### src/design/vlos_pkg.sv
package vlos_pkg;

	typedef enum logic {
		OP_WRITE = 1'b0,
		OP_TRACE = 1'b1
	} opcode_t;

	typedef enum logic [1:0] {
		CFG_MAP_WIDTH  = 2'd0,
		CFG_MAP_HEIGHT = 2'd1,
		CFG_MAP_DEPTH  = 2'd2
	} cfg_index_t;

	typedef enum logic [1:0] {
		AXIS_X,
		AXIS_Y,
		AXIS_Z
	} axis_t;

	typedef enum logic [1:0] {
		BK_CLEAR,
		BK_IDLE,
		BK_WALK
	} back_state_t;

	localparam logic [6:0] MAP_WIDTH_RST  = 7'd64;
	localparam logic [6:0] MAP_HEIGHT_RST = 7'd64;
	localparam logic [3:0] MAP_DEPTH_RST  = 4'd8;

	localparam int QUEUE_DEPTH = 2;

	typedef struct packed {
		opcode_t            op;
		logic [5:0]         sx;
		logic [5:0]         sy;
		logic [2:0]         sz;
		logic [5:0]         ex;
		logic [5:0]         ey;
		logic [2:0]         ez;
		logic               blocks;
		axis_t              axis;
		logic               dir_x;
		logic               dir_y;
		logic               dir_z;
		logic signed [8:0]  err1;
		logic signed [8:0]  err2;
		logic [7:0]         two_da;
		logic [7:0]         two_d1;
		logic [7:0]         two_d2;
		logic [6:0]         steps;
	} cmd_t;

	typedef struct packed {
		logic clearing;
	} back_status_t;

endpackage

### src/design/vlos_queue.sv
module vlos_queue (
	input  logic           clk,
	input  logic           arst_n,
	input  logic           push,
	input  vlos_pkg::cmd_t push_data,
	output logic           full,
	input  logic           pop,
	output logic           not_empty,
	output vlos_pkg::cmd_t pop_data
);
	import vlos_pkg::*;

	localparam int PTR_W = (QUEUE_DEPTH > 1) ? $clog2(QUEUE_DEPTH) : 1;
	localparam int CNT_W = $clog2(QUEUE_DEPTH + 1);

	cmd_t             entry_q [QUEUE_DEPTH];
	logic [PTR_W-1:0] wr_ptr_q;
	logic [PTR_W-1:0] rd_ptr_q;
	logic [CNT_W-1:0] count_q;

	assign full      = (count_q == CNT_W'(QUEUE_DEPTH));
	assign not_empty = (count_q != '0);
	assign pop_data  = entry_q[rd_ptr_q];

	function automatic logic [PTR_W-1:0] next_ptr(input logic [PTR_W-1:0] p);
		next_ptr = (p == PTR_W'(QUEUE_DEPTH - 1)) ? '0 : p + PTR_W'(1);
	endfunction

	always_ff @(posedge clk or negedge arst_n) begin
		if (!arst_n) begin
			wr_ptr_q <= '0;
			rd_ptr_q <= '0;
			count_q  <= '0;
		end else begin
			if (push) begin
				wr_ptr_q <= next_ptr(wr_ptr_q);
			end
			if (pop) begin
				rd_ptr_q <= next_ptr(rd_ptr_q);
			end
			if (push && !pop) begin
				count_q <= count_q + CNT_W'(1);
			end else if (pop && !push) begin
				count_q <= count_q - CNT_W'(1);
			end
		end
	end

	always_ff @(posedge clk) begin
		if (push) begin
			entry_q[wr_ptr_q] <= push_data;
		end
	end

endmodule

### config.mk
export PLATFORM = sky130hd
export DESIGN_NAME = vlos_queue
export DESIGN_NICKNAME = d
export VERILOG_FILES = /design/src/design/vlos_pkg.sv /design/src/design/vlos_queue.sv
export SDC_FILE = /design/constraint.sdc
export NUM_CORES = 1
export LEC_CHECK = 0
export BUFFER_PORTS_ARGS = -buffer_cell sky130_fd_sc_hd__buf_2
export CORE_MARGIN = 5
export CORE_UTILIZATION = 47
export CTS_CLUSTER_DIAMETER = 150
export DETAILED_ROUTE_END_ITERATION = 10
export GPL_ROUTABILITY_DRIVEN = 1
export PLACE_DENSITY = 0.73
export RECOVER_POWER = 50
export SYNTH_ARGS = -nofsm -noshare
export SYNTH_HDL_FRONTEND = slang
export SYNTH_SLANG_ARGS = --single-unit
### constraint.sdc
create_clock -name clk -period 5.03 [get_ports clk]
set_input_delay 1.006 -clock clk [delete_from_list [all_inputs] [get_ports clk]]
set_output_delay 1.006 -clock clk [all_outputs]
set_load 0.02 [all_outputs]
==> impl_results.rst, run 1 <==
.. list-table::
   :header-rows: 1

   * - Metric
     - Value
   * - Share of synthesized area occupied by flip-flops and latches
     - 80.8%
   * - Classification of the worst-slack hold path
     - input pin to asynchronous set/reset pin
   * - Number of design rule violations left after detail routing
     - 0
   * - Post-Route Utilization
     - between 50% and 60%
   * - Achievable frequency
     - approximately 0.29 GHz
   * - Peak per-stage delay on the critical path
     - ~1100 ps
   * - I/O Buffers
     - around 180
   * - Cell type with the highest aggregate area in the netlist
     - edfxtp_1
   * - Power per Cell Area
     - just over 600 mW/mm^2
   * - Slew margin rel.
     - -64.1%
   * - Setup Buffers After CTS
     - 0
   * - Time the worst path needs with I/O delays and setup
     - approximately 3400 ps
   * - Horizontal die dimension
     - about 130 um
   * - Fraction of final layout cells with drive strength greater than 1
     - a little under 50%
   * - Arrival time at the worst endpoint
     - between 2000 and 2500 ps
   * - Height of the die
     - approximately 130 um
   * - RD Place Congestion
     - around 0.73
   * - Final Non-Filler Cells
     - 667
   * - Setup Total Neg Slack
     - 0 ps
   * - Worst path cell trace
     - buf_4, mux2_2, buf_2
   * - Final Power
     - between 5 and 6 mW
   * - CTS Buf Count
     - 17
   * - Capturing point of the worst reg2reg path
     - entry_q[0][29]$_DFFE_PP_
   * - Fraction of the cycle the final worst path needs
     - around two thirds
   * - Clock slew at the register clock pins of the worst setup and hold paths
     - 60 ps
   * - Depth of the worst register-to-register path
     - 2
   * - GRT Overall Usage
     - between 10 and 15%
   * - Number of H-tree levels
     - 4
   * - Final-layout worst hold slack
     - about 430 ps
   * - Vias in the first global route
     - 3,566
   * - Setup violators final
     - 0
   * - Clk sinks
     - between 150 and 200
   * - Post-Syn Instances
     - 284
   * - Share of the synthesized area in the top cell type
     - about 80%
   * - Floorplan row count
     - 43
   * - Failing checks
     - max-capacitance violations, max-slew violations
   * - Termination of the worst setup path
     - pop_data[72]
   * - Setup repair after global routing missed its margin
     - false
   * - Post-synthesis cell area
     - roughly 0.0065 mm^2
   * - Startpoint of the worst-slack reg-to-reg timing path
     - wr_ptr_q$_DFFE_PN0P_
   * - Starting utilization of the core area
     - around 47%
   * - Drt first-iter violations
     - roughly 220
   * - Least-Margin Pin Slew
     - 2460 ps
   * - Maximum clock insertion buffer count
     - 2
   * - First-pass GRT wire length
     - roughly 18,000 um
   * - Type of element launching the critical path
     - flop
   * - Startpoint of the most critical setup path
     - rd_ptr_q$_DFFE_PN0P_
   * - Most used cells in the layout excluding fill and tap cells
     - edfxtp_1, buf_2, clkbuf_1, mux2_2, mux2_4
   * - Number of diodes
     - 0
   * - Worst-path cell with the longest stage delay
     - dfrtp_4
   * - HPWL after DPL
     - between 7000 and 8000 um
   * - Clock tree skew after final layout
     - between 6 and 7 ps
   * - Antenna Violating Nets Remaining
     - 0
   * - Hold Vio Cnt, Final
     - 0
   * - # nets final
     - 565
   * - Full die area
     - 0.0163 mm^2
   * - Worst R2R Setup Slack
     - 2240 ps
   * - Count of pins on the block boundary
     - between 150 and 200
   * - Avg Cell Area, Syn
     - 22.9 um^2
   * - Largest net degree at the start of global routing
     - between 80 and 90
   * - Growth of design area from synthesis to finish
     - 25.5%
   * - Routed wire length per instance
     - ~17 um
   * - Most area-consuming cells after synthesis
     - edfxtp_1, mux2_2, mux2_4
   * - Largest fanout on the critical path
     - 73
   * - GRT Residual Overflow
     - 0
   * - Number of iterations in the first detailed-routing pass
     - 4
   * - Number of antenna violations at the first check in global routing
     - 0
   * - Core region area
     - 0.0137 mm^2
   * - CP required
     - roughly 4000 ps
   * - Total number of vias
     - roughly 3,300
   * - Net count after synthesis
     - about 380
   * - Run status
     - finished with violations
   * - Worst-case vdd ir drop
     - 384 uV
   * - Via count normalized by instance count
     - a little under 5
   * - Final WL
     - between 10,000 and 15,000 um
   * - Final count of pins violating max slew
     - 88
   * - Element type at the critical path end
     - primary output
   * - Commonest non-fill, non-tap cell in the layout
     - edfxtp_1
   * - Insertion delay of the later-clocked pin in the worst-skew pair
     - a little over 400 ps
   * - CTS tree
     - yes
   * - Leakage Power
     - slightly above 3 nW
   * - Type of the setup path with the least slack
     - flop to primary output
   * - Resize count post-CTS
     - 0
   * - Clock Root Buffer
     - clkbuf_16
   * - Number of flip-flops and latches in the synthesized netlist
     - 176
   * - Cell Count Post-Placement
     - about 640
   * - Yosys warnings
     - 0
   * - Maximum capacitance violations
     - 2
   * - Hold_buf cts
     - 0
   * - Count of different cell masters after synthesis
     - 14
## through the flow
step                setup slack [ps]  area [um^2]
floorplan                       1340         6520
global placement                2010         7590
detailed placement              1990         7590
CTS                             1530         8270
global route                    1440         8180
finish                          1590         8180
## cells in the mapped netlist
cell,count
xnor2_1,1
ha_1,1
mux2_4,30
and2_1,1
inv_1,1
xor2_1,4
nor2_1,1
dfrtp_1,4
nor2b_1,2
buf_2,5
buf_6,5
mux2_2,56
or2_2,1
edfxtp_1,172
## final cells by class
class	instances	area [um^2]
tap	180	225
multi-input combinational	97	1170
sequential	176	5270
clock buffer	20	437
fill	1056	5540
inverter	1	3.75
timing repair buffer	181	833
clock inverter	12	240
## power by group
part	internal, mW	switching (mW)
clock network	0.979	0.507
logic	0.626	0.791
registers	1.96	0.189
## routing by layer
layer  wire [um]  GRT usage (%)
met1        4550           17.2
met2        5820           23.7
met3         906           5.42
met4         230           6.12
met5           0              0
## worst max-delay path, delay by kind of cell, from the launching register on
kind / cells / cell delay, ps
DFF: 1 / 1120
muxes: 1 / 350
buffers and inverters: 2 / 520
## how the worst min path moves through the flow
stage,cells after the start,slack [ps],to
finish,1,430,count_q[1]$_DFFE_PN0P_
global placement,1,460,count_q[1]$_DFFE_PN0P_
detailed placement,1,470,count_q[1]$_DFFE_PN0P_
floorplan,1,450,count_q[1]$_DFFE_PN0P_
CTS,1,370,count_q[0]$_DFFE_PN0P_
global route,1,430,count_q[1]$_DFFE_PN0P_
## logic make-up after synthesis
logic type / Yosys count / synth area share (%)
DFF: 176 / 80.8
buffers and inverters: 11 / 1.31
muxes: 86 / 16.6
adders and majority gates: 1 / 0.192
xor gates and xnor gates: 5 / 0.672
and+or+nand+nor: 5 / 0.442
## state kept, by name (all words and copies together) (netlist names)
name	cells
entry_q	172
rd_ptr_q	1
count_q	2
wr_ptr_q	1
No activity file was read; power rests on OpenSTA's default activity.
==> run 2: changes to the inputs <==
CORE_UTILIZATION = 50   (was 47)
PLACE_DENSITY = 0.74   (was 0.73)
clock period = 3.28 ns   (was 5.03 ns; I/O delays follow)
==> run 2 against run 1 <==
Effect of this change: the run now ends clean; combinational power rose by 62%; clock skew fell by 1.3 ps; via count rose by 0.62%; clock power rose by 33%; global-route usage rose by 0.67 points; routed wire length barely moved; die area fell by 5.5%; first-iteration DRC count fell by 11%; critical path type unchanged; largest cell class unchanged.
==> impl_results.rst, run 2 (synthesis results as in run 1) <==
.. list-table::
   :header-rows: 1

   * - Metric
     - Value
   * - Final WL
     - 11,500 um (about the same)
   * - Final count of pins violating max slew
     - 0 (-100%)
   * - Achievable frequency
     - around 0.36 GHz
   * - Least-Margin Pin Slew
     - 1130 ps (-1340 ps)
   * - Worst R2R Setup Slack
     - 1470 ps (-770 ps)
   * - Placed instance area
     - 0.00761 mm^2 (+0.33%)
   * - Arrival time at the worst endpoint
     - 2110 ps (-330 ps)
   * - Termination of the worst setup path
     - pop_data[11]
   * - Clk sinks
     - 176 (unchanged)
   * - Startpoint of the worst-slack reg-to-reg timing path
     - wr_ptr_q$_DFFE_PN0P_
   * - Startpoint of the most critical setup path
     - rd_ptr_q$_DFFE_PN0P_
   * - Clock tree skew after final layout
     - 5.15 ps (-1.31 ps)
   * - Maximum capacitance violations
     - 0 (-2)
   * - Drt first-iter violations
     - 195 (-11%)
   * - Setup Slack @ Placement
     - 952 ps (-1040 ps)
   * - Growth of design area from synthesis to finish
     - 25.2%
   * - CTS tree
     - yes
   * - Time the worst path needs with I/O delays and setup
     - 2760 ps
   * - GRT Overall Usage
     - 15.1% (+0.67 points)
   * - Setup violators final
     - 0 (unchanged)
   * - Fraction of the cycle the final worst path needs
     - 84.2%
   * - Total number of vias
     - 3,270 (+0.62%)
   * - Run status
     - complete, no violations
   * - Non-Filler Cell Area, Final
     - 0.00816 mm^2 (-0.24%)
   * - Antenna Violating Nets Remaining
     - 0 (unchanged)
   * - Largest regs
     - entry_q (172), count_q (2)
   * - Routed wire length per instance
     - 17.4 um (+0.81%)
   * - Worst-case vdd ir drop
     - 553 uV (+44%)
   * - Largest Register
     - entry_q
   * - Type of element launching the critical path
     - flop
   * - First-pass GRT wire length
     - 16,900 um (-5.1%)
   * - Maximum clock insertion buffer count
     - 2 (unchanged)
   * - Largest fanout on the critical path
     - 35 (-52%)
   * - Internal power contribution
     - 5.17 mW (+45%)
   * - Max FFs per register
     - 172 (unchanged)
   * - Net switching power
     - 2.31 mW (+56%)
   * - Horizontal die dimension
     - 124 um (-2.8%)
   * - Worst setup margin
     - 519 ps (-1070 ps)
   * - HPWL after DPL
     - 7910 um (+3.1%)
   * - Starting utilization of the core area
     - 51.2% (+3.7 points)
   * - Element type at the critical path end
     - primary output
   * - Floorplan row count
     - 41 (-4.7%)
   * - Resize count post-CTS
     - 0 (unchanged)
   * - Fraction of power spent switching nets
     - 30.9% (+1.5 points)
   * - Classification of the worst-slack hold path
     - input pin to asynchronous set/reset pin
   * - Power per Cell Area
     - 917 mW/mm^2 (+48%)
   * - Setup repair after global routing missed its margin
     - false
   * - RD Place Congestion
     - 0.737 (+0.39%)
   * - Vias in the first global route
     - 3,378 (-5.3%)
   * - Final Non-Filler Cells
     - 661 (-0.90%)
   * - Part of the power in registers
     - 42.7% (about the same)
   * - Leakage Power
     - 3.09 nW (+1.5%)
   * - Number of diodes
     - 0 (unchanged)
   * - Final-layout worst hold slack
     - 61.1 ps (-372 ps)
   * - Height of the die
     - 124 um (-2.8%)
   * - Clock Root Buffer
     - clkbuf_16
   * - Cell Count Post-Placement
     - 630 (-0.79%)
   * - Clock slew at the register clock pins of the worst setup and hold paths
     - 60 ps (about the same)
   * - Depth of the worst register-to-register path
     - 2 (unchanged)
   * - Via count normalized by instance count
     - 4.95 (+1.5%)
   * - Number of design rule violations left after detail routing
     - 0 (unchanged)
   * - Type of the setup path with the least slack
     - flop to primary output
   * - CP required
     - 2620 ps (-1400 ps)
   * - Count of pins on the block boundary
     - 178 (unchanged)
   * - Number of antenna violations at the first check in global routing
     - 0 (unchanged)
   * - Number of iterations in the first detailed-routing pass
     - 4 (unchanged)
   * - Capturing point of the worst reg2reg path
     - entry_q[0][8]$_DFFE_PP_
   * - Slew margin rel.
     - 24.9% (+89 points)
   * - Fraction of final layout cells with drive strength greater than 1
     - 54.6% (+5.9 points)
   * - Share of total power in the clock network
     - 26.5% (-2.9 points)
   * - Hold Vio Cnt, Final
     - 0 (unchanged)
   * - Full die area
     - 0.0154 mm^2 (-5.5%)
   * - Setup Total Neg Slack
     - 0 ps (unchanged)
   * - GRT Residual Overflow
     - 0 (unchanged)
   * - CTS Buf Count
     - 17 (unchanged)
   * - I/O Buffers
     - 177 (unchanged)
   * - Hold_buf cts
     - 0 (unchanged)
   * - Commonest non-fill, non-tap cell in the layout
     - edfxtp_1
   * - Setup Buffers After CTS
     - 0 (unchanged)
   * - Core region area
     - 0.0127 mm^2 (-7.3%)
   * - Largest net degree at the start of global routing
     - 47 (-46%)
   * - Most used cells in the layout excluding fill and tap cells
     - edfxtp_1, buf_2, mux2_2, clkbuf_1, mux2_4
   * - Insertion delay of the later-clocked pin in the worst-skew pair
     - 420 ps (about the same)
   * - Number of H-tree levels
     - 4 (unchanged)
   * - # nets final
     - 568 (+0.53%)
   * - Part of the power in combinational logic
     - 30.8% (+2.8 points)
run 2: worst min path at each step:
stage,from,to,slack [ps],cells past startpoint
2_1_floorplan,arst_n,count_q[0]$_DFFE_PN0P_,360,0
3_3_place_gp,arst_n,count_q[1]$_DFFE_PN0P_,460,1
3_5_place_dp,arst_n,count_q[1]$_DFFE_PN0P_,470,1
4_1_cts,arst_n,count_q[1]$_DFFE_PN0P_,20,1
5_1_grt,arst_n,count_q[1]$_DFFE_PN0P_,60,1
6_report,arst_n,count_q[1]$_DFFE_PN0P_,60,1
run 2: power by group through the flow:
stage               clock network (mW)  logic, mW  registers, mW
floorplan                            0       1.77           3.13
global placement                     0       2.32           3.22
detailed placement                   0       2.35           3.24
CTS                               2.02       2.36           3.20
global route                      2.14       2.46           3.24
finish                            1.98       2.30           3.20
run 2: routing by layer:
metal	up-vias	global-route usage [%]	share of wire, %
met1	1594	18.1	40
met3	14	6.68	11
met5	-	0	0
li1	1511	-	-
met4	0	6.16	1.4
met2	151	24.0	48
run 2: through the flow:
step	utilization (%)	total power, mW
final	64.1	7.48
after global routing	64.1	7.83
after CTS	64.5	7.58
after detailed placement	59.9	5.59
after global placement	59.9	5.54
after floorplan	-	4.90
run 2: final cells by class:
type	instances	area [um^2]
Sequential cell	176	5270
Fill cell	959	4570
Multi-Input combinational cell	97	1180
Timing Repair Buffer	184	900
Clock buffer	17	425
Tap cell	172	215
Clock inverter	14	168
Inverter	1	3.75
run 2: worst max-delay path, cell delays in order (launching register included):
cell,delay (ps)
dfrtp_4,760
buf_4,360
mux2_2,380
buf_2,170
