### src/design/vlos_pkg.sv
package vlos_pkg;

	typedef enum logic {
		OP_WRITE = 1'b0,
		OP_TRACE = 1'b1
	} opcode_t;

	typedef enum logic [1:0] {
		CFG_MAP_WIDTH  = 2'd0,
		CFG_MAP_HEIGHT = 2'd1,
		CFG_MAP_DEPTH  = 2'd2
	} cfg_index_t;

	typedef enum logic [1:0] {
		AXIS_X,
		AXIS_Y,
		AXIS_Z
	} axis_t;

	typedef enum logic [1:0] {
		BK_CLEAR,
		BK_IDLE,
		BK_WALK
	} back_state_t;

	localparam logic [6:0] MAP_WIDTH_RST  = 7'd64;
	localparam logic [6:0] MAP_HEIGHT_RST = 7'd64;
	localparam logic [3:0] MAP_DEPTH_RST  = 4'd8;

	localparam int QUEUE_DEPTH = 2;

	typedef struct packed {
		opcode_t            op;
		logic [5:0]         sx;
		logic [5:0]         sy;
		logic [2:0]         sz;
		logic [5:0]         ex;
		logic [5:0]         ey;
		logic [2:0]         ez;
		logic               blocks;
		axis_t              axis;
		logic               dir_x;
		logic               dir_y;
		logic               dir_z;
		logic signed [8:0]  err1;
		logic signed [8:0]  err2;
		logic [7:0]         two_da;
		logic [7:0]         two_d1;
		logic [7:0]         two_d2;
		logic [6:0]         steps;
	} cmd_t;

	typedef struct packed {
		logic clearing;
	} back_status_t;

endpackage

### src/design/vlos_front.sv
module vlos_front (
	input  logic                   clk,
	input  logic                   arst_n,
	input  logic                   start,
	output logic                   busy,
	input  logic                   opcode,
	input  logic [5:0]             start_x,
	input  logic [5:0]             start_y,
	input  logic [2:0]             start_z,
	input  logic [5:0]             end_x,
	input  logic [5:0]             end_y,
	input  logic [2:0]             end_z,
	input  logic                   tile_blocks,
	input  vlos_pkg::back_status_t status,
	input  logic                   q_full,
	output logic                   push,
	output vlos_pkg::cmd_t         push_data
);
	import vlos_pkg::*;

	logic       valid_s1_q;
	opcode_t    op_s1;
	logic [5:0] sx_s1;
	logic [5:0] sy_s1;
	logic [2:0] sz_s1;
	logic [5:0] ex_s1;
	logic [5:0] ey_s1;
	logic [2:0] ez_s1;
	logic       blocks_s1;
	logic       accept;

	assign busy   = status.clearing | (valid_s1_q & q_full);
	assign accept = start & ~busy;
	assign push   = valid_s1_q & ~q_full;

	always_ff @(posedge clk or negedge arst_n) begin
		if (!arst_n) begin
			valid_s1_q <= 1'b0;
		end else if (accept) begin
			valid_s1_q <= 1'b1;
		end else if (push) begin
			valid_s1_q <= 1'b0;
		end
	end

	always_ff @(posedge clk) begin
		if (accept) begin
			op_s1     <= opcode_t'(opcode);
			sx_s1     <= start_x;
			sy_s1     <= start_y;
			sz_s1     <= start_z;
			ex_s1     <= end_x;
			ey_s1     <= end_y;
			ez_s1     <= end_z;
			blocks_s1 <= tile_blocks;
		end
	end

	always_comb begin
		logic [5:0] dx;
		logic [5:0] dy;
		logic [5:0] dz;
		logic [5:0] da;
		logic [5:0] dm1;
		logic [5:0] dm2;
		axis_t      axis;

		dx = (sx_s1 > ex_s1) ? sx_s1 - ex_s1 : ex_s1 - sx_s1;
		dy = (sy_s1 > ey_s1) ? sy_s1 - ey_s1 : ey_s1 - sy_s1;
		dz = {3'b000, (sz_s1 > ez_s1) ? sz_s1 - ez_s1 : ez_s1 - sz_s1};

		if (dx >= dy && dx >= dz) begin
			axis = AXIS_X;
		end else if (dy >= dz) begin
			axis = AXIS_Y;
		end else begin
			axis = AXIS_Z;
		end

		case (axis)
			AXIS_X: begin
				da  = dx;
				dm1 = dy;
				dm2 = dz;
			end
			AXIS_Y: begin
				da  = dy;
				dm1 = dx;
				dm2 = dz;
			end
			default: begin
				da  = dz;
				dm1 = dx;
				dm2 = dy;
			end
		endcase

		push_data.op     = op_s1;
		push_data.sx     = sx_s1;
		push_data.sy     = sy_s1;
		push_data.sz     = sz_s1;
		push_data.ex     = ex_s1;
		push_data.ey     = ey_s1;
		push_data.ez     = ez_s1;
		push_data.blocks = blocks_s1;
		push_data.axis   = axis;
		push_data.dir_x  = (sx_s1 < ex_s1);
		push_data.dir_y  = (sy_s1 < ey_s1);
		push_data.dir_z  = (sz_s1 < ez_s1);
		push_data.err1   = $signed({2'b00, dm1, 1'b0}) - $signed({3'b000, da});
		push_data.err2   = $signed({2'b00, dm2, 1'b0}) - $signed({3'b000, da});
		push_data.two_da = {1'b0, da, 1'b0};
		push_data.two_d1 = {1'b0, dm1, 1'b0};
		push_data.two_d2 = {1'b0, dm2, 1'b0};
		push_data.steps  = {1'b0, da} + 7'd1;
	end

endmodule

### config.mk
export PLATFORM = sky130hd
export DESIGN_NAME = vlos_front
export DESIGN_NICKNAME = d
export VERILOG_FILES = /design/src/design/vlos_pkg.sv /design/src/design/vlos_front.sv
export SDC_FILE = /design/constraint.sdc
export NUM_CORES = 1
export LEC_CHECK = 0
export BUFFER_PORTS_ARGS = -buffer_cell sky130_fd_sc_hd__buf_2
export CORE_MARGIN = 2
export CORE_UTILIZATION = 35
export DETAILED_ROUTE_END_ITERATION = 10
export SLEW_MARGIN = 25
export SYNTH_ARGS = -nofsm -noshare
export SYNTH_HDL_FRONTEND = slang
export SYNTH_SLANG_ARGS = --single-unit
### constraint.sdc
create_clock -name clk -period 14 [get_ports clk]
set_clock_uncertainty 0.1 [all_clocks]
set_input_delay 2.8 -clock clk [delete_from_list [all_inputs] [get_ports clk]]
set_output_delay 2.8 -clock clk [all_outputs]
set_load 0.05 [all_outputs]
==> reports/results.tsv, run 1 <==
metric	value	unit
largest stage delay on the critical path	0.52	ns
global route overflow	0	
antenna-violating nets left	0	
CTS tree	done	
Post-Synthesis Cell Area	3430	um^2
worst-path fanout max	13	
DR vias/cell	4.72	
fmax	0.104	GHz
Post-synth EDFFs	32	
first-pass GRT wire length	12.4	mm
Synth Area in XOR/XNOR	0.0529	
buffer count from post-CTS setup fixing	0	
Sequential Area	986	um^2
share of layout cells above drive strength 1	0.325	
via count	2778	
Post-Syn Instances	344	
I/O pin total	125	
CP Cell Sequence	inv_1 -> ha_1 -> inv_1 -> fa_1 -> a211oi_2 -> nor2_1 -> o31ai_4 -> mux2i_1 -> xor2_1 -> ha_1 -> a21o_1 -> a21o_1 -> a21oi_1 -> or2_1 -> mux2i_1 -> inv_1 -> fa_1 -> a21oi_1 -> nor2b_1 -> nor2_1 -> o21bai_1 -> a21oi_1 -> xor2_1 -> buf_2	
Routed WL	7.64	mm
Setup Total Neg Slack	0	ns
CP endpoint	push_data[46]	
routability congestion estimate	0.809	
Bufs on Longest Clock Path	2	
area grow syn2layout	20.7	%
mean routed wirelength per cell	13.0	um
TritonRoute pass-1 iters	4	
worst endpoint data arrival time	6.72	ns
hpwl dp	6.50	mm
slowest CP cell	mux2i_1	
area of the multi-input gates	2120	um^2
clock sink count	33	
Worst Reg-to-Reg Cells	3	
clk root buf	clkbuf_8	
fin cells	588	
Hold Crit Class	reg -> reg	
FF-to-FF Start	valid_s1_q$_DFFE_PN0P_	
Die W	103	um
antenna cells	0	
max_cap viols	0	
Slew HR	0.611	
post-place setup slack	4.68	ns
Crit. End Element	output pin	
period utilization	0.687	
compound-gate portion of the synthesized area	0.190	
FFs w/ async S/R, synth	0.0303	
std cell rows	36	
Worst setup SP type	register	
total CTS buffers	5	
setup ws final	4.38	ns
main combinational cell family by area after synthesis	adder cells	
Crit Path Category	reg -> out	
Final setup viols	0	
status	finished, final reports clean	
Fill cells	978	
Critical Path RT	11.10	ns
simple-gate portion of the synthesized area	0.0982	
Initial Util	0.356	
fin area	4140	um^2
Final #Nets	546	
total track usage	0.148	
Synth Register Bits	33	
hold buffers post-CTS	0	
Port Buffer Count	115	
commonest non-fill, non-tap cell in the layout	buf_2	
Placed Area	4060	um^2
Synth Area in Adders	0.218	
Most used DFF post-synth	edfxtp_1	
mux cell area share after synthesis	0.0489	
sequential share of the synthesized area	0.288	
initial drt markers	47	
DRC	0	
synth warn	0	
Clock transition at path regs	0.07	ns
FF-to-FF End	sx_s1[2]$_DFFE_PP_	
CP Launch Point	sy_s1[0]$_DFFE_PP_	
distinct cell type count after synthesis	60	
CTS H-Tree Depth	2	
Pleak	2.07	nW
die height	103	um
number of global-route vias before repair	2657	
total core area	9640	um^2
placed cell count	580	
highest-count cells in the layout ignoring fill and taps	buf_2 (115), inv_1 (53), ha_1 (47)	
largest net degree at the start of global routing	22	
latest clock arrival within the worst-skew pair	0.28	ns
initial antenna violation count	0	
syn_area_per_cell	9.97	um^2
Final min period	9.62	ns
P per Cell Area	233	nW/um^2
r2r setup slk	12.14	ns
maximum VDD drop	174	uV
PnR Total Power	963	uW
Slew Viols, Final	0	
Worst-Margin Slew	0.580	ns
Final Hold Fails	0	
RSZ-0062 raised after global routing	no	
die area	10600	um^2
CTS resizes	0	
## stage by stage
stage | utilization | hold slack (ns)
2_1_floorplan | - | 0.364
3_3_place_gp | 0.421 | 0.378
3_5_place_dp | 0.421 | 0.393
4_1_cts | 0.429 | 0.406
5_1_grt | 0.429 | 0.446
6_report | 0.429 | 0.405
## kinds of logic (layout without fill, tap and decap cells)
logic type	count (synthesis)	count (layout)
flip-flops	33	33
other	1	9
multiplexers	16	16
AO/OA/AOI/OAI	85	85
buffers and inverters	75	178
XOR/XNOR	19	19
AND/OR/NAND/NOR	60	60
adder cells (fa/ha/maj)	55	55
## worst max-delay path, delay by kind of cell (launching register included)
family / cells / cell delay [ns]
and+or+nand+nor: 4 / 0.80
muxes: 2 / 0.78
DFF: 1 / 0.40
xor gates and xnor gates: 2 / 0.64
AOI/OAI and AO/OA: 8 / 1.81
buffers and inverters: 4 / 0.63
adders and majority gates: 4 / 1.37
## state kept, by name, summed over array words and instances (netlist names)
signal and cells:
valid_s1_q 1, ex_s1 6, ez_s1 3, ey_s1 6, sx_s1 6, sz_s1 3, blocks_s1 1, sy_s1 6
op_s1 1
## power by group
| part | switching [mW] | internal (mW) |
|---|---|---|
| combinational | 0.581 | 0.198 |
| clock | 0.0327 | 0.0334 |
| sequential | 0.00330 | 0.114 |
| total | 0.617 | 0.346 |
## worst min path at each step
| stage | slack [ns] | start | end | cells past startpoint |
|---|---|---|---|---|
| after floorplan | 0.36 | valid_s1_q$_DFFE_PN0P_ | valid_s1_q$_DFFE_PN0P_ | 1 |
| after global placement | 0.38 | valid_s1_q$_DFFE_PN0P_ | valid_s1_q$_DFFE_PN0P_ | 1 |
| after detailed placement | 0.39 | valid_s1_q$_DFFE_PN0P_ | valid_s1_q$_DFFE_PN0P_ | 1 |
| after CTS | 0.41 | valid_s1_q$_DFFE_PN0P_ | valid_s1_q$_DFFE_PN0P_ | 1 |
| after global routing | 0.45 | valid_s1_q$_DFFE_PN0P_ | valid_s1_q$_DFFE_PN0P_ | 1 |
| final | 0.40 | valid_s1_q$_DFFE_PN0P_ | valid_s1_q$_DFFE_PN0P_ | 1 |
## Yosys cell counts, drive strengths merged (7+ instances only)
library cell | number | share of area
buf | 21 | 0.044
o21ai | 9 | 0.013
inv | 54 | 0.059
fa | 8 | 0.047
a21o | 19 | 0.043
xor2 | 7 | 0.020
edfxtp | 32 | 0.28
nor2 | 15 | 0.016
a21oi | 25 | 0.039
xnor2 | 12 | 0.033
mux2i | 13 | 0.038
ha | 47 | 0.17
nand2 | 9 | 0.0099
## cell type report
| class | instances | area share |
|---|---|---|
| multi-input cells | 244 | 0.512 |
| repair buffers | 116 | 0.141 |
| clock buffers | 5 | 0.0166 |
| flip-flops and latches | 33 | 0.238 |
| inverters | 54 | 0.0490 |
| clock inverters | 3 | 0.00302 |
| well taps | 133 | 0.0402 |
## layer usage
| layer | wire, um | global-route usage | up-vias |
|---|---|---|---|
| li1 | - | - | 1407 |
| met1 | 3430 | 0.190 | 1262 |
| met2 | 3500 | 0.246 | 100 |
| met3 | 594 | 0.0353 | 9 |
| met4 | 114 | 0.0516 | 0 |
| met5 | 0 | 0 | - |
Note: power is estimated with default switching activity, not from simulation.
==> inputs of run 2 (changes only) <==
==> constraint.sdc (replaced) <==
create_clock -name clk -period 8.3 [get_ports clk]
set_clock_uncertainty 0.1 [all_clocks]
set_input_delay 1.66 -clock clk [delete_from_list [all_inputs] [get_ports clk]]
set_output_delay 1.66 -clock clk [all_outputs]
set_load 0.05 [all_outputs]
==> run 2 against run 1 <==
Against the previous run: sequential share of layout area shrank 0.51 points; final area rose by 2.2%; routed wire length is 0.77% higher; setup slack got worse by 4.0 ns; cell count is 0.34% higher; sequential power is 69% higher; highest routed layer unchanged; global-route usage is 0.28 points lower; power rose by 72%; register-to-register slack worse by 5.4 ns; via count is 0.18% higher.
==> reports/results.tsv, run 2 (synthesized netlist as in run 1, its figures left out) <==
metric	value	unit
highest-count cells in the layout ignoring fill and taps	buf_2 (115), inv_1 (53), ha_1 (47)	
Slew Viols, Final	0	
I/O pin total	125	
first-pass GRT wire length	12.0	mm
Hold Path Cell Cnt	1	
share of layout cells above drive strength 1	0.348	
clk root buf	clkbuf_8	
DRC	0	
CTS tree	done	
Final #Nets	548	
fmax	0.127	GHz
total track usage	0.146	
Die W	103	um
total core area	9640	um^2
worst endpoint data arrival time	6.13	ns
P per Cell Area	393	nW/um^2
Routed WL	7.70	mm
Bufs on Longest Clock Path	2	
Worst-Margin Slew	0.619	ns
Critical Path RT	6.54	ns
Slew HR	0.585	
Setup Total Neg Slack	0	ns
TritonRoute pass-1 iters	5	
commonest non-fill, non-tap cell in the layout	buf_2	
latest clock arrival within the worst-skew pair	0.28	ns
buffer count from post-CTS setup fixing	0	
Final Hold Fails	0	
max_cap viols	0	
std cell rows	36	
die height	103	um
initial drt markers	51	
via count	2783	
number of global-route vias before repair	2607	
Final setup viols	0	
Final min period	7.89	ns
antenna-violating nets left	0	
Crit. End Element	output pin	
routability congestion estimate	0.825	
hold_ws	0.399	ns
maximum VDD drop	279	uV
PnR Total Power	1.66	mW
worst-path fanout max	9	
hold buffers post-CTS	0	
r2r setup slk	6.73	ns
area grow syn2layout	23.4	%
initial antenna violation count	0	
RSZ-0062 raised after global routing	no	
Pleak	2.08	nW
clock sink count	33	
DR vias/cell	4.72	
largest net degree at the start of global routing	32	
antenna cells	0	
status	finished, final reports clean	
Hold Crit Class	reg -> reg	
hpwl dp	6.56	mm
total CTS buffers	5	
Initial Util	0.356	
die area	10600	um^2
Worst Reg-to-Reg Cells	3	
Port Buffer Count	115	
global route overflow	0	
Worst setup SP type	register	
Clock transition at path regs	0.06	ns
CTS H-Tree Depth	2	
period utilization	0.950	
mean routed wirelength per cell	13.0	um
Crit Path Category	reg -> out	
## run 2: cell count changes in the layout (fill, tap and decap cells not counted), sizes merged
cell | before | now
buf | 116 | 118
clkinv | 3 | 0
clkbuf | 5 | 8
## run 2: path summary, 6_finish.rpt
path,from,to
setup / recovery,sy_s1[0]$_DFFE_PP_,push_data[47]
hold / removal,valid_s1_q$_DFFE_PN0P_,valid_s1_q$_DFFE_PN0P_
setup reg to reg,valid_s1_q$_DFFE_PN0P_,ey_s1[1]$_DFFE_PP_
hold reg to reg,valid_s1_q$_DFFE_PN0P_,valid_s1_q$_DFFE_PN0P_
max in group asynchronous,arst_n,valid_s1_q$_DFFE_PN0P_
min in group asynchronous,arst_n,valid_s1_q$_DFFE_PN0P_
## run 2: area by class of cell
type / count / area [um^2]
repair buffers: 118 / 598
fillers: 970 / 5410
inverters: 54 / 203
multi-input cells: 244 / 2200
clock buffers: 8 / 80.1
flip-flops and latches: 33 / 986
well taps: 133 / 166
## run 2: what timing repair did
| action | in CTS | in global routing |
|---|---|---|
| hold endpoints to repair | 0 | 0 |
| resized for setup | 0 | 3 |
| setup endpoints to repair | 0 | 7 |
## run 2: stage by stage
stage,area (um^2),std cells,utilization,setup WS [ns]
CTS,4210,590,0.437,0.216
global placement,4130,582,0.428,0.753
detailed placement,4130,582,0.428,0.547
finish,4230,590,0.439,0.412
floorplan,3520,352,-,-0.221
global route,4230,590,0.439,0.0248
## run 2: worst max-delay path, stage by stage, from the launching register on
cell      delay [ns]
edfxtp_1        0.40
inv_1           0.07
ha_1            0.13
inv_1           0.07
fa_1            0.42
a211oi_2        0.22
nor2_1          0.11
o31ai_4         0.35
mux2i_1         0.27
xnor2_1         0.21
inv_1           0.10
ha_1            0.30
a21o_1          0.15
a21o_1          0.17
a21o_1          0.23
a21oi_4         0.26
or2_4           0.21
buf_4           0.18
mux2_4          0.35
inv_1           0.09
ha_1            0.28
and2_1          0.18
a311o_1         0.43
a31oi_4         0.23
o21a_1          0.14
buf_2           0.26
## run 2: power by group
group / internal, mW / switching [mW] / total (mW)
clock: 0.0595 / 0.0552 / 0.115
combinational: 0.353 / 0.995 / 1.35
sequential: 0.192 / 0.00563 / 0.198
total: 0.604 / 1.06 / 1.66
## run 2: metal layers
metal	global-route usage	wire, um
met1	0.179	3510
met2	0.251	3560
met3	0.0292	514
met4	0.0547	111
met5	0	0
==> inputs of run 3 (changes only) <==
==> constraint.sdc (replaced) <==
create_clock -name clk -period 9.9 [get_ports clk]
set_clock_uncertainty 0.1 [all_clocks]
set_input_delay 1.98 -clock clk [delete_from_list [all_inputs] [get_ports clk]]
set_output_delay 1.98 -clock clk [all_outputs]
set_load 0.05 [all_outputs]
==> run 3 against run 2 <==
Against the previous run: clock-buffer cell count down 2; via count up 0.11%; die area unchanged; global-route usage up 0.099 points; setup slack better by 0.63 ns; routed wire length down 1.7%; critical path type unchanged.
==> reports/results.tsv, run 3 (synthesized netlist as in run 1, its figures left out) <==
metric	value	unit
status	finished, final reports clean	
Final Hold Fails	0	
area grow syn2layout	21.6	%
number of global-route vias before repair	2729	
mean routed wirelength per cell	12.9	um
CTS H-Tree Depth	2	
Pleak	2.09	nW
commonest non-fill, non-tap cell in the layout	buf_2	
Clock transition at path regs	0.07	ns
Final #Nets	546	
CTS resizes	0	
hold_ws	0.405	ns
clk root buf	clkbuf_8	
Crit Path Category	reg -> out	
worst-path fanout max	13	
routability congestion estimate	0.813	
first-pass GRT wire length	12.4	mm
Die W	103	um
total core area	9640	um^2
TritonRoute pass-1 iters	4	
maximum VDD drop	248	uV
share of layout cells above drive strength 1	0.330	
std cell rows	36	
Initial Util	0.356	
clock sink count	33	
worst endpoint data arrival time	6.77	ns
Final min period	8.85	ns
hpwl dp	6.54	mm
initial antenna violation count	0	
largest net degree at the start of global routing	22	
Worst setup SP type	register	
period utilization	0.894	
Crit. End Element	output pin	
Final setup viols	0	
Routed WL	7.57	mm
RSZ-0062 raised after global routing	no	
Critical Path RT	7.82	ns
die height	103	um
total track usage	0.147	
post-layout utilization of the core	0.433	
Slew HR	0.613	
via count	2786	
I/O pin total	125	
fin cells	588	
placed cell count	580	
highest-count cells in the layout ignoring fill and taps	buf_2 (115), inv_1 (53), ha_1 (47)	
DR vias/cell	4.74	
Fill cells	972	
antenna-violating nets left	0	
CTS tree	done	
buffer count from post-CTS setup fixing	0	
fmax	0.113	GHz
latest clock arrival within the worst-skew pair	0.28	ns
max_cap viols	0	
area of the multi-input gates	2130	um^2
hold buffers post-CTS	0	
global route overflow	0	
Port Buffer Count	115	
Slew Viols, Final	0	
DRC	0	
Hold Crit Class	reg -> reg	
Bufs on Longest Clock Path	2	
P per Cell Area	334	nW/um^2
antenna cells	0	
Setup Total Neg Slack	0	ns
die area	10600	um^2
Sequential Area	986	um^2
initial drt markers	61	
total CTS buffers	5	
Worst-Margin Slew	0.581	ns
run 3: cell count changes in the layout (fill, tap and decap cells not counted), sizes merged:
cell    previous run  this run
buf              118       116
clkbuf             8         6
bufinv             0         1
clkinv             0         1
run 3: worst paths after layout:
kind | from | endpoint | slack [ns] | depth (start not counted)
max in group asynchronous | arst_n | valid_s1_q$_DFFE_PN0P_ | 8.26 | 1
setup reg to reg | valid_s1_q$_DFFE_PN0P_ | sx_s1[3]$_DFFE_PP_ | 8.04 | 3
min in group asynchronous | arst_n | valid_s1_q$_DFFE_PN0P_ | 1.36 | 1
hold / removal | valid_s1_q$_DFFE_PN0P_ | valid_s1_q$_DFFE_PN0P_ | 0.40 | 1
setup / recovery | sy_s1[0]$_DFFE_PP_ | push_data[46] | 1.05 | 25
hold reg to reg | valid_s1_q$_DFFE_PN0P_ | valid_s1_q$_DFFE_PN0P_ | 0.40 | 1
run 3: through the flow:
step / cell area (um^2) / power (mW) / setup slack [ns]
floorplan: 3470 / 1.09 / 0.152
global placement: 4060 / 1.27 / 1.55
detailed placement: 4060 / 1.28 / 1.35
CTS: 4170 / 1.40 / 1.03
global route: 4170 / 1.48 / 0.487
finish: 4170 / 1.39 / 1.05
run 3: layer usage:
| layer | global-route usage | part of all wire | vias to the layer above |
|---|---|---|---|
| met5 | 0 | 0 | - |
| met4 | 0.0455 | 0.016 | 0 |
| met3 | 0.0285 | 0.068 | 11 |
| met2 | 0.243 | 0.46 | 102 |
| met1 | 0.193 | 0.46 | 1267 |
| li1 | - | - | 1406 |
run 3: power by group:
group	total (mW)	leakage, nW	internal [mW]	switching [mW]
combinational	1.11	1.72	0.282	0.826
clock	0.120	0.0528	0.0742	0.0454
sequential	0.166	0.311	0.161	0.00461
run 3: final cells by class:
type                       instances  share of cell area
clock buffer                       6              0.0174
clock inverter                     2             0.00810
inverter                          54              0.0486
multi-input combinational        244               0.510
sequential                        33               0.236
tap                              133              0.0399
timing repair buffer             116               0.140
run 3: critical path: stages, from the launching register on:
cell	delay (ns)
edfxtp_1	0.40
inv_1	0.07
ha_1	0.13
inv_1	0.07
fa_1	0.42
a211oi_2	0.20
nor2_1	0.11
o31ai_4	0.36
mux2i_1	0.45
ha_1	0.30
a21o_1	0.15
a21o_1	0.17
a21o_1	0.17
a21o_1	0.21
a21oi_1	0.50
or2_1	0.49
mux2i_1	0.53
inv_1	0.20
fa_1	0.49
a21oi_1	0.17
nor2b_1	0.07
nor2_1	0.15
o21bai_1	0.08
a21oi_1	0.18
xor2_1	0.15
buf_2	0.28
